**config.mk**
```make
export PLATFORM = sky130hd
export DESIGN_NAME = pll_divider_search_top
export DESIGN_NICKNAME = d
export VERILOG_FILES = /design/src/rtl/pllds_pkg.sv /design/src/rtl/pll_divider_search_top.sv /design/src/rtl/pllds_div.sv
export VERILOG_INCLUDE_DIRS = /design/src /design/src/rtl
export SDC_FILE = /design/constraint.sdc
export NUM_CORES = 2
export LEC_CHECK = 0
export ABC_AREA = 1
export BUFFER_PORTS_ARGS = -buffer_cell sky130_fd_sc_hd__buf_4
export CAP_MARGIN = 40
export CORE_ASPECT_RATIO = 0.5
export CORE_MARGIN = 4
export CORE_UTILIZATION = 55
export DETAILED_ROUTE_END_ITERATION = 12
export PLACE_DENSITY = 0.72
export RECOVER_POWER = 100
export SETUP_SLACK_MARGIN = 0.2
export SLEW_MARGIN = 20
export SYNTH_ARGS = -nofsm -noshare
export SYNTH_HDL_FRONTEND = slang
export SYNTH_SLANG_ARGS = --single-unit
```
**constraint.sdc**
```tcl
create_clock -name clk -period 10.6 [get_ports clk]
set_clock_uncertainty 0.1 [all_clocks]
set_input_delay 2.12 -clock clk [delete_from_list [all_inputs] [get_ports clk]]
set_output_delay 2.12 -clock clk [all_outputs]
set_load 0.02 [all_outputs]
```
**src/rtl/assert_macros.svh**
```systemverilog
// Assertion macros for the divider search block.
`ifndef ASSERT_MACROS_SVH
`define ASSERT_MACROS_SVH
`ifndef SYNTHESIS
`define ASSERT_CLK(label, clk, rst_n, prop, msg) \
	label: assert property (@(posedge clk) disable iff (!rst_n) prop) else $error(msg);
`define ASSERT_NORST(label, clk, prop, msg) \
	label: assert property (@(posedge clk) prop) else $error(msg);
`else
`define ASSERT_CLK(label, clk, rst_n, prop, msg)
`define ASSERT_NORST(label, clk, prop, msg)
`endif
`endif

```
**src/rtl/pllds_pkg.sv**
```systemverilog
// Shared types, constants and helper functions for the divider search.
package pllds_pkg;
	localparam int KHZ_W = 22;
	localparam int HZ_W = 32;
	localparam int DEF_MAX_MULT = 64;
	localparam int DEF_MAX_DIV_IN = 80;
	localparam int DEF_MAX_DIV_OUT = 128;
	localparam logic [KHZ_W-1:0] RST_PFD_MIN = 22'd10000;
	localparam logic [KHZ_W-1:0] RST_PFD_MAX = 22'd300000;
	localparam logic [KHZ_W-1:0] RST_VCO_MIN = 22'd600000;
	localparam logic [KHZ_W-1:0] RST_VCO_MAX = 22'd1200000;

	// register indexes
	localparam int CFG_IDX_W = 3;
	localparam logic [CFG_IDX_W-1:0] REG_PFD_MIN = 3'd0;
	localparam logic [CFG_IDX_W-1:0] REG_PFD_MAX = 3'd1;
	localparam logic [CFG_IDX_W-1:0] REG_VCO_MIN = 3'd2;
	localparam logic [CFG_IDX_W-1:0] REG_VCO_MAX = 3'd3;

	// divider unit widths: 48-bit dividend, 32-bit divisor
	localparam int DVD_W = 48;
	localparam int DVS_W = 32;

	typedef struct packed {
		logic [HZ_W-1:0] ref_rate_hz;
		logic [HZ_W-1:0] target_rate_hz;
	} in_word_t;

	typedef struct packed {
		logic        valid_res;
		logic [6:0]  div_in;
		logic [6:0]  mult;
		logic [7:0]  div_out;
		logic [21:0] achieved_khz;
		logic [31:0] filter_word;
		logic [12:0] out_low_high;
		logic [7:0]  out_edge_nocount;
		logic [13:0] in_div_word;
		logic [12:0] fb_low_high;
		logic [7:0]  fb_edge_nocount;
	} out_word_t;

	// divider handshake
	typedef struct packed {
		logic             start;
		logic [DVD_W-1:0] dividend;
		logic [DVS_W-1:0] divisor;
	} div_req_t;

	typedef struct packed {
		logic             done;
		logic             busy;
		logic [DVD_W-1:0] quot;
		logic [DVS_W-1:0] rem;
	} div_rsp_t;

	// loop filter word by multiplier minus one
	function automatic logic [31:0] filter_for(input logic [6:0] i);
		logic [31:0] w;
		if (i == 7'd0) w = 32'h01001990;
		else if (i == 7'd1) w = 32'h01001190;
		else if (i == 7'd2) w = 32'h01009890;
		else if (i == 7'd3) w = 32'h01001890;
		else if (i == 7'd4) w = 32'h01008890;
		else if (i <= 7'd8) w = 32'h01009090;
		else if (i <= 7'd11) w = 32'h01000890;
		else if (i == 7'd12) w = 32'h08009090;
		else if (i <= 7'd22) w = 32'h01001090;
		else if (i <= 7'd36) w = 32'h01008090;
		else if (i <= 7'd46) w = 32'h08001090;
		else w = 32'h08008090;
		return w;
	endfunction

	// divider word pieces: {high, low} and {edge, nocount}
	function automatic logic [12:0] lo_hi(input logic [7:0] n);
		logic [7:0] hi;
		logic [7:0] lo;
		hi = {1'b0, n[7:1]};
		lo = n - hi;
		return {hi[6:0], 6'b0} | {5'b0, lo};
	endfunction

	function automatic logic [1:0] edge_nc(input logic [7:0] n);
		return {n[0], n == 8'd1};
	endfunction
endpackage

```
**src/rtl/pll_divider_search_top.sv**
```systemverilog
// Top level: registers, search sequencer and result word.
// Each item runs 6 divisions for bounds on the shared radix-2 divider, plus 2 per
// multiplier and 3 per candidate pair, each pair followed by a compare state;
// requests with a zero rate or zero limit end after the two rate divisions.
// Throughput: one item at a time; in_stall is high from acceptance until the
// result is loaded into the output register.
// Reset: asynchronous active low; limits return to their defaults, no item held.
`include "assert_macros.svh"
module pll_divider_search_top
	import pllds_pkg::*;
#(
	parameter int MAX_MULT = DEF_MAX_MULT,
	parameter int MAX_DIV_IN = DEF_MAX_DIV_IN,
	parameter int MAX_DIV_OUT = DEF_MAX_DIV_OUT
) (
	input  logic                 clk,
	input  logic                 arst_n,
	input  logic                 cfg_we,
	input  logic [CFG_IDX_W-1:0] cfg_idx,
	input  logic [KHZ_W-1:0]     cfg_data,
	input  logic                 in_valid,
	output logic                 in_stall,
	input  in_word_t             in_data,
	output logic                 out_valid,
	input  logic                 out_stall,
	output out_word_t            out_data
);
	typedef enum logic [13:0] {
		ST_IDLE  = 14'b00000000000001,
		ST_FIN   = 14'b00000000000010,
		ST_FOUT  = 14'b00000000000100,
		ST_DMIN  = 14'b00000000001000,
		ST_DMAX  = 14'b00000000010000,
		ST_MMIN  = 14'b00000000100000,
		ST_MMAX  = 14'b00000001000000,
		ST_LOD   = 14'b00000010000000,
		ST_HID   = 14'b00000100000000,
		ST_VCO   = 14'b00001000000000,
		ST_DOUT  = 14'b00010000000000,
		ST_ACH   = 14'b00100000000000,
		ST_EVAL  = 14'b01000000000000,
		ST_OUT   = 14'b10000000000000
	} state_t;

	state_t state_q;
	logic   issue_q;

	logic [KHZ_W-1:0] pfd_min_q, pfd_max_q, vco_min_q, vco_max_q;
	logic [HZ_W-1:0]  ref_hz_q, tgt_hz_q;
	logic [22:0]      fin_q, fout_q;
	logic [7:0]       d_min_q, d_max_q, m_q, m_max_q, d_q, hi_d_q, dout_q;
	logic [7:0]       bd_q, bm_q, bo_q;
	logic [40:0]      fvco_q;
	logic [40:0]      f_q, best_f_q;
	logic [41:0]      best_err_q;
	logic             found_q;
	out_word_t        res_q;
	logic             res_valid_q;

	div_req_t dreq;
	div_rsp_t drsp;
	logic [DVD_W-1:0] q;
	logic [DVS_W-1:0] r;
	logic [41:0]      err;
	logic [40:0]      dividend_c;
	logic [DVS_W-1:0] divisor_c;
	logic [40:0]      qsat;
	logic [12:0]      in_lh;

	pllds_div u_div (.clk(clk), .arst_n(arst_n), .req(dreq), .rsp(drsp));

	assign q = drsp.quot;
	assign r = drsp.rem;
	assign qsat = (q[DVD_W-1:41] != '0) ? '1 : q[40:0];
	assign in_lh = lo_hi(bd_q);

	// operands per state
	always_comb begin
		dividend_c = '0;
		divisor_c = 32'd1;
		case (state_q)
			ST_FIN: begin dividend_c = 41'(ref_hz_q); divisor_c = 32'd1000; end
			ST_FOUT: begin dividend_c = 41'(tgt_hz_q); divisor_c = 32'd1000; end
			ST_DMIN: begin dividend_c = 41'(fin_q); divisor_c = 32'(pfd_max_q); end
			ST_DMAX: begin dividend_c = 41'(fin_q); divisor_c = 32'(pfd_min_q); end
			ST_MMIN: begin dividend_c = 41'(vco_min_q); divisor_c = 32'(fin_q); end
			ST_MMAX: begin
				dividend_c = 41'(vco_max_q) * 41'(d_max_q);
				divisor_c = 32'(fin_q);
			end
			ST_LOD: begin dividend_c = 41'(fin_q) * 41'(m_q); divisor_c = 32'(vco_max_q); end
			ST_HID: begin dividend_c = 41'(fin_q) * 41'(m_q); divisor_c = 32'(vco_min_q); end
			ST_VCO: begin dividend_c = 41'(fin_q) * 41'(m_q); divisor_c = 32'(d_q); end
			ST_DOUT: begin
				dividend_c = fvco_q + 41'(fout_q[22:1]);
				divisor_c = 32'(fout_q);
			end
			ST_ACH: begin dividend_c = fvco_q; divisor_c = 32'(dout_q); end
			default: ;
		endcase
	end

	assign dreq.start = issue_q;
	assign dreq.dividend = DVD_W'(dividend_c);
	assign dreq.divisor = divisor_c;

	assign err = (f_q >= 41'(fout_q)) ? 42'(f_q - 41'(fout_q)) : 42'(41'(fout_q) - f_q);

	assign in_stall = (state_q != ST_IDLE);
	assign out_valid = res_valid_q;
	assign out_data = res_q;

	// configuration registers
	always_ff @(posedge clk or negedge arst_n) begin
		if (!arst_n) begin
			pfd_min_q <= RST_PFD_MIN;
			pfd_max_q <= RST_PFD_MAX;
			vco_min_q <= RST_VCO_MIN;
			vco_max_q <= RST_VCO_MAX;
		end else if (cfg_we) begin
			case (cfg_idx)
				REG_PFD_MIN: pfd_min_q <= cfg_data;
				REG_PFD_MAX: pfd_max_q <= cfg_data;
				REG_VCO_MIN: vco_min_q <= cfg_data;
				REG_VCO_MAX: vco_max_q <= cfg_data;
				default: ;
			endcase
		end
	end

	// search sequencer
	always_ff @(posedge clk or negedge arst_n) begin
		if (!arst_n) begin
			state_q <= ST_IDLE;
			issue_q <= 1'b0;
			res_valid_q <= 1'b0;
		end else begin
			issue_q <= 1'b0;
			if (res_valid_q && !out_stall) res_valid_q <= 1'b0;
			case (state_q)
				ST_IDLE: if (in_valid) begin
					ref_hz_q <= in_data.ref_rate_hz;
					tgt_hz_q <= in_data.target_rate_hz;
					found_q <= 1'b0;
					state_q <= ST_FIN;
					issue_q <= 1'b1;
				end
				ST_FIN: if (drsp.done) begin
					fin_q <= q[22:0];
					state_q <= ST_FOUT;
					issue_q <= 1'b1;
				end
				ST_FOUT: if (drsp.done) begin
					fout_q <= q[22:0];
					best_err_q <= 42'(q[22:0]) + 42'd1;
					if (fin_q == '0 || q[22:0] == '0 || pfd_min_q == '0 ||
					    pfd_max_q == '0 || vco_min_q == '0 || vco_max_q == '0) begin
						state_q <= ST_OUT;
					end else begin
						state_q <= ST_DMIN;
						issue_q <= 1'b1;
					end
				end
				ST_DMIN: if (drsp.done) begin
					// ceil, at least 1; huge values saturate
					if (q[DVD_W-1:8] != '0) d_min_q <= 8'hFF;
					else if (q[7:0] == 8'd0) d_min_q <= 8'd1;
					else if (r != '0 && q[7:0] != 8'hFF) d_min_q <= q[7:0] + 8'd1;
					else d_min_q <= q[7:0];
					state_q <= ST_DMAX;
					issue_q <= 1'b1;
				end
				ST_DMAX: if (drsp.done) begin
					d_max_q <= (q > DVD_W'(MAX_DIV_IN)) ? 8'(MAX_DIV_IN) : q[7:0];
					state_q <= ST_MMIN;
					issue_q <= 1'b1;
				end
				ST_MMIN: if (drsp.done) begin
					// m_min = ceil(vco_min/fin)*d_min, compared against m_max and used as the first multiplier
					logic [DVD_W:0] c;
					logic [DVD_W+8:0] mm;
					c = {1'b0, q} + (DVD_W+1)'(r != '0);
					mm = {8'b0, c} * {{DVD_W+1{1'b0}}, d_min_q};
					if (mm > (DVD_W+9)'(MAX_MULT)) m_q <= 8'hFF;
					else m_q <= (mm[7:0] == 8'd0) ? 8'd1 : mm[7:0];
					state_q <= ST_MMAX;
					issue_q <= 1'b1;
				end
				ST_MMAX: if (drsp.done) begin
					m_max_q <= (q > DVD_W'(MAX_MULT)) ? 8'(MAX_MULT) : q[7:0];
					if (m_q > ((q > DVD_W'(MAX_MULT)) ? 8'(MAX_MULT) : q[7:0])) begin
						state_q <= ST_OUT;
					end else begin
						state_q <= ST_LOD;
						issue_q <= 1'b1;
					end
				end
				ST_LOD: if (drsp.done) begin
					if (q + DVD_W'(r != '0) > DVD_W'(d_min_q))
						d_q <= q[7:0] + ((r != '0) ? 8'd1 : 8'd0);
					else d_q <= d_min_q;
					state_q <= ST_HID;
					issue_q <= 1'b1;
				end
				ST_HID: if (drsp.done) begin
					hi_d_q <= (q > DVD_W'(d_max_q)) ? d_max_q : q[7:0];
					if (d_q > ((q > DVD_W'(d_max_q)) ? d_max_q : q[7:0])) begin
						if (m_q >= m_max_q) state_q <= ST_OUT;
						else begin
							m_q <= m_q + 8'd1;
							state_q <= ST_LOD;
							issue_q <= 1'b1;
						end
					end else begin
						state_q <= ST_VCO;
						issue_q <= 1'b1;
					end
				end
				ST_VCO: if (drsp.done) begin
					fvco_q <= q[40:0];
					state_q <= ST_DOUT;
					issue_q <= 1'b1;
				end
				ST_DOUT: if (drsp.done) begin
					if (q == '0) dout_q <= 8'd1;
					else if (q > DVD_W'(MAX_DIV_OUT)) dout_q <= 8'(MAX_DIV_OUT);
					else dout_q <= q[7:0];
					state_q <= ST_ACH;
					issue_q <= 1'b1;
				end
				ST_ACH: if (drsp.done) begin
					f_q <= qsat;
					state_q <= ST_EVAL;
				end
				ST_EVAL: begin
					if (err < best_err_q) begin
						best_err_q <= err;
						best_f_q <= f_q;
						bd_q <= d_q;
						bm_q <= m_q;
						bo_q <= dout_q;
						found_q <= 1'b1;
					end
					if (err < best_err_q && err == '0) state_q <= ST_OUT;
					else if (d_q < hi_d_q) begin
						d_q <= d_q + 8'd1;
						state_q <= ST_VCO;
						issue_q <= 1'b1;
					end else if (m_q < m_max_q) begin
						m_q <= m_q + 8'd1;
						state_q <= ST_LOD;
						issue_q <= 1'b1;
					end else state_q <= ST_OUT;
				end
				ST_OUT: if (!res_valid_q || !out_stall) begin
					res_valid_q <= 1'b1;
					res_q <= '0;
					if (found_q) begin
						res_q.valid_res <= 1'b1;
						res_q.div_in <= bd_q[6:0];
						res_q.mult <= bm_q[6:0];
						res_q.div_out <= bo_q;
						res_q.achieved_khz <= best_f_q[21:0];
						res_q.filter_word <= filter_for(bm_q[6:0] - 7'd1);
						res_q.out_low_high <= lo_hi(bo_q);
						res_q.out_edge_nocount <= {edge_nc(bo_q), 6'b0};
						res_q.in_div_word <= {edge_nc(bd_q), in_lh[11:0]};
						res_q.fb_low_high <= lo_hi(bm_q);
						res_q.fb_edge_nocount <= {edge_nc(bm_q), 6'b0};
					end
					state_q <= ST_IDLE;
				end
				default: state_q <= ST_IDLE;
			endcase
		end
	end

	`ASSERT_CLK(a_div_start_idle, clk, arst_n, dreq.start |-> !drsp.busy, "divider restarted while busy")
	`ASSERT_CLK(a_one_hot, clk, arst_n, $onehot(state_q), "state not one-hot")
	`ASSERT_CLK(a_out_hold, clk, arst_n, (out_valid && out_stall) |=> (out_valid && $stable(out_data)), "result changed under stall")
	`ASSERT_CLK(a_invalid_zero, clk, arst_n, (out_valid && !out_data.valid_res) |-> (out_data.mult == '0 && out_data.div_in == '0), "invalid result not zero")
endmodule

```
**src/rtl/pllds_div.sv**
```systemverilog
// Radix-2 restoring divider, one quotient bit per cycle.
module pllds_div
	import pllds_pkg::*;
(
	input  logic     clk,
	input  logic     arst_n,
	input  div_req_t req,
	output div_rsp_t rsp
);
	localparam int CNT_W = $clog2(DVD_W + 1);

	logic [DVD_W-1:0] quot_q;
	logic [DVS_W-1:0] rem_q;
	logic [DVS_W-1:0] dvs_q;
	logic [CNT_W-1:0] cnt_q;
	logic             busy_q;
	logic             done_q;
	logic [DVS_W:0]   trial;
	logic [DVS_W+1:0] diff;

	// shift in next dividend bit and try subtract
	assign trial = {rem_q, quot_q[DVD_W-1]};
	assign diff = {1'b0, trial} - {2'b0, dvs_q};

	always_ff @(posedge clk or negedge arst_n) begin
		if (!arst_n) begin
			busy_q <= 1'b0;
			done_q <= 1'b0;
			cnt_q <= '0;
		end else begin
			done_q <= 1'b0;
			if (req.start && !busy_q) begin
				busy_q <= 1'b1;
				cnt_q <= CNT_W'(DVD_W);
			end else if (busy_q) begin
				cnt_q <= cnt_q - 1'b1;
				if (cnt_q == CNT_W'(1)) begin
					busy_q <= 1'b0;
					done_q <= 1'b1;
				end
			end
		end
	end

	// partial remainder stays below the divisor
	always_ff @(posedge clk) begin
		if (req.start && !busy_q) begin
			quot_q <= req.dividend;
			rem_q <= '0;
			dvs_q <= req.divisor;
		end else if (busy_q) begin
			if (!diff[DVS_W+1]) begin
				rem_q <= diff[DVS_W-1:0];
				quot_q <= {quot_q[DVD_W-2:0], 1'b1};
			end else begin
				rem_q <= trial[DVS_W-1:0];
				quot_q <= {quot_q[DVD_W-2:0], 1'b0};
			end
		end
	end

	assign rsp.done = done_q;
	assign rsp.busy = busy_q;
	assign rsp.quot = quot_q;
	assign rsp.rem = rem_q;
endmodule

```
==> metrics.txt <==
hpwl dp about 190000 um; RSZ-0062 raised after global routing no; synthesized flop and latch total between 600 and 700; placed cells 10200; Worst setup EP type flip-flop; number of synthesized flops with an enable pin 481; drt pass-1 iters 8; Via Count ~60000; clock buffer depth 3; I/O Pins 229; Tmin final between 9 and 10 ns; register area share after synthesis 27.84%; Area growth syn-to-layout 6.944%; Tcrit/Tclk final 90.80%; Iter 0 DRT Violations 7162; min-delay worst type reg -> reg; drt total wl 232400 um; final setup margin 0.9757 ns; height of the die roughly 250 um; Setup CP Type reg -> reg; Async SR Flop Fraction 17.72%; Pleak 36.03 nW; post-CTS setup buffer count 0; fraction of layout cells with a size suffix above 1 4.515%; first-pass GRT wire length 347500 um; Core ar. 116200 um2; most frequent cells in the layout 2165 x nand2_1, 1752 x inv_1, 821 x nor2_1; die area about 120000 um2; VDD IR max 0.1645 mV; Hold Fails Final Rpt 0; TNS Setup 0 ns; root buf cell clkbuf_16; Critical Path RT 10.71 ns; Die X-Extent 493.8 um; total gr overflow 0; final setup fails 0; FF-to-FF path depth 24; Max Slew Vio Count 1216; vias in the first global route between 50000 and 60000; wire length per cell approximately 23 um; startpoint types flip-flop; YS warnings 0; final net count slightly below 10000; violated checks max-capacitance violations, max-slew violations; buffers added on ports 192; Syn Std Cell Area roughly 65000 um2; Yosys cell types 73; largest net degree at the start of global routing 66; status finished with violations; Cells after Synth 8586; Post-synth top flop edfxtp_1; commonest non-fill, non-tap cell in the layout nand2_1; Fin Hold WS 0.3640 ns; crit-path max FO 45; maximum clock rate 0.1039 GHz; TritonCTS clock tree built; syn_area_per_cell 7.559 um2; relative slew slack -138.9%; Tightest Pin Transition between 3 and 4 ns; clk_lat worst skew roughly 0.71 ns; Via density 5.728; antenna violations before repair 13; hold path depth 1; Starting Density around 56%; Hold Buf Count CTS 0; final antenna-violating net count 0; fin cells 10330; total track usage 36.96%; Clock Sinks 632; clk slew on worst S/H paths about 0.07 ns; Max-cap violations 31; H-tree depth 2; dpl ws 1.588 ns; global placer's final weighted congestion 1.066; worst endpoint data arrival time 9.73 ns; Power Density 85.98 nW/um2; cts bufs inserted 61; DRC 0; FP Rows 88; Final Power 5.968 mW; PostCTS Resize Cnt 0
per-layer routing:
metal,GRT usage [%],wire length (um),up-vias
met5,0,113,-
met4,12.81,9888,10
met3,11.52,31370,538
met2,54.81,97950,3313
met1,51.38,93080,28130
li1,-,-,27170
cell type report:
| type | count | area [um2] |
|---|---|---|
| clock buffers | 70 | 1612 |
| fillers | 11030 | 46760 |
| flip-flops and latches | 632 | 18060 |
| multi-input cells | 5914 | 38910 |
| clock inverters | 45 | 406.6 |
| repair buffers | 300 | 1722 |
| diodes | 4 | 10.01 |
| inverters | 1788 | 6711 |
| well taps | 1575 | 1971 |
stage by stage:
step	utilization [%]	area [um2]
after floorplan	-	65040
after global placement	58.37	67810
after detailed placement	58.55	68010
after CTS	60.29	70030
after global routing	59.74	69400
final	59.75	69410
worst paths after layout:
| kind | from | endpoint | slack [ns] |
|---|---|---|---|
| max | fout_q[22] | best_f_q[19] | 0.98 |
| min | u_div.rem_q[31] | u_div.rem_q[31] | 0.36 |
| max reg2reg | fout_q[22] | best_f_q[19] | 0.98 |
| min reg2reg | u_div.rem_q[31] | u_div.rem_q[31] | 0.36 |
| max in group asynchronous | arst_n | u_div.cnt_q[1] | 3.62 |
| min in group asynchronous | arst_n | pfd_min_q[3] | 2.03 |
state kept, by name, indices dropped and copies added, names as in the netlist, 14 cells and up:
| name | count |
|---|---|
| state_q | 14 |
| f_q | 41 |
| u_div.quot_q | 48 |
| out_data | 80 |
| fout_q | 23 |
| best_f_q | 22 |
| ref_hz_q | 32 |
| pfd_min_q | 22 |
| pfd_max_q | 22 |
| u_div.rem_q | 32 |
| best_err_q | 42 |
| fin_q | 23 |
| u_div.dvs_q | 23 |
| vco_min_q | 22 |
| vco_max_q | 22 |
| fvco_q | 41 |
| tgt_hz_q | 32 |
Yosys cell counts (13+ instances only):
cell type	number	area, um2
o22ai_1	56	350.3
a21o_1	19	142.6
o221ai_1	13	113.9
nor3_1	93	465.5
inv_2	23	86.33
nand3b_1	13	97.59
a221oi_1	29	254.0
buf_4	55	412.9
dfrtp_1	82	2052
nor4_1	52	325.3
nand4_1	137	857.1
a211oi_1	13	97.59
nand2_1	2164	8123
o21a_1	16	120.1
ha_1	413	5167
fa_1	535	10710
xnor2_1	30	262.8
o21bai_1	23	172.7
nor2_1	820	3078
o21ai_0	418	2092
clkinv_1	13	48.80
dfstp_2	30	788.3
buf_2	25	125.1
nor2_2	21	131.4
xor2_1	110	963.4
dfxtp_1	39	780.8
edfxtp_1	481	14440
a31oi_1	30	187.7
o211ai_1	18	135.1
inv_1	1752	6576
a21oi_1	324	1622
or2_2	40	250.2
clkbuf_1	196	735.7
nand3_1	336	1682
worst max-delay path, stage by stage, from the launching register on:
cell and delay [ns]:
edfxtp_1 0.45, inv_1 0.18, ha_1 0.57, nand2_1 0.25
nor2_1 0.31, nand2_1 0.16, nor2_1 0.29, nand2_2 0.10
nor2_2 0.14, nor2_4 0.13, nand3_1 0.27, clkbuf_1 1.56
nand3b_1 0.32, nand3_1 0.25, nand2_1 0.12, ha_1 0.31
nand4_1 0.11, a21oi_1 0.05, a2111oi_0 0.28, inv_1 0.10
a21oi_1 0.13, and3_1 0.45, inv_1 0.20, nor3_1 0.35
clkbuf_1 1.87
power breakdown:
group | total (mW) | switching [mW] | internal [mW]
Clock | 2.27 | 1.07 | 1.20
Combinational | 0.713 | 0.533 | 0.180
Sequential | 2.99 | 0.157 | 2.83
Total | 5.97 | 1.76 | 4.21
cells by family (layout without fill, tap and decap cells):
group           Yosys count  in the layout  share of synthesized area, %
other cells               2             43                       0.01157
xor+xnor                148            148                         2.107
flops                   632            632                         27.84
compound gates         1051           1051                         9.306
simple gates           3728           3728                         23.87
fa+ha+maj               948            948                         24.47
buf+inv                2077           2203                         12.41
Power figures use the tool's default switching activity.
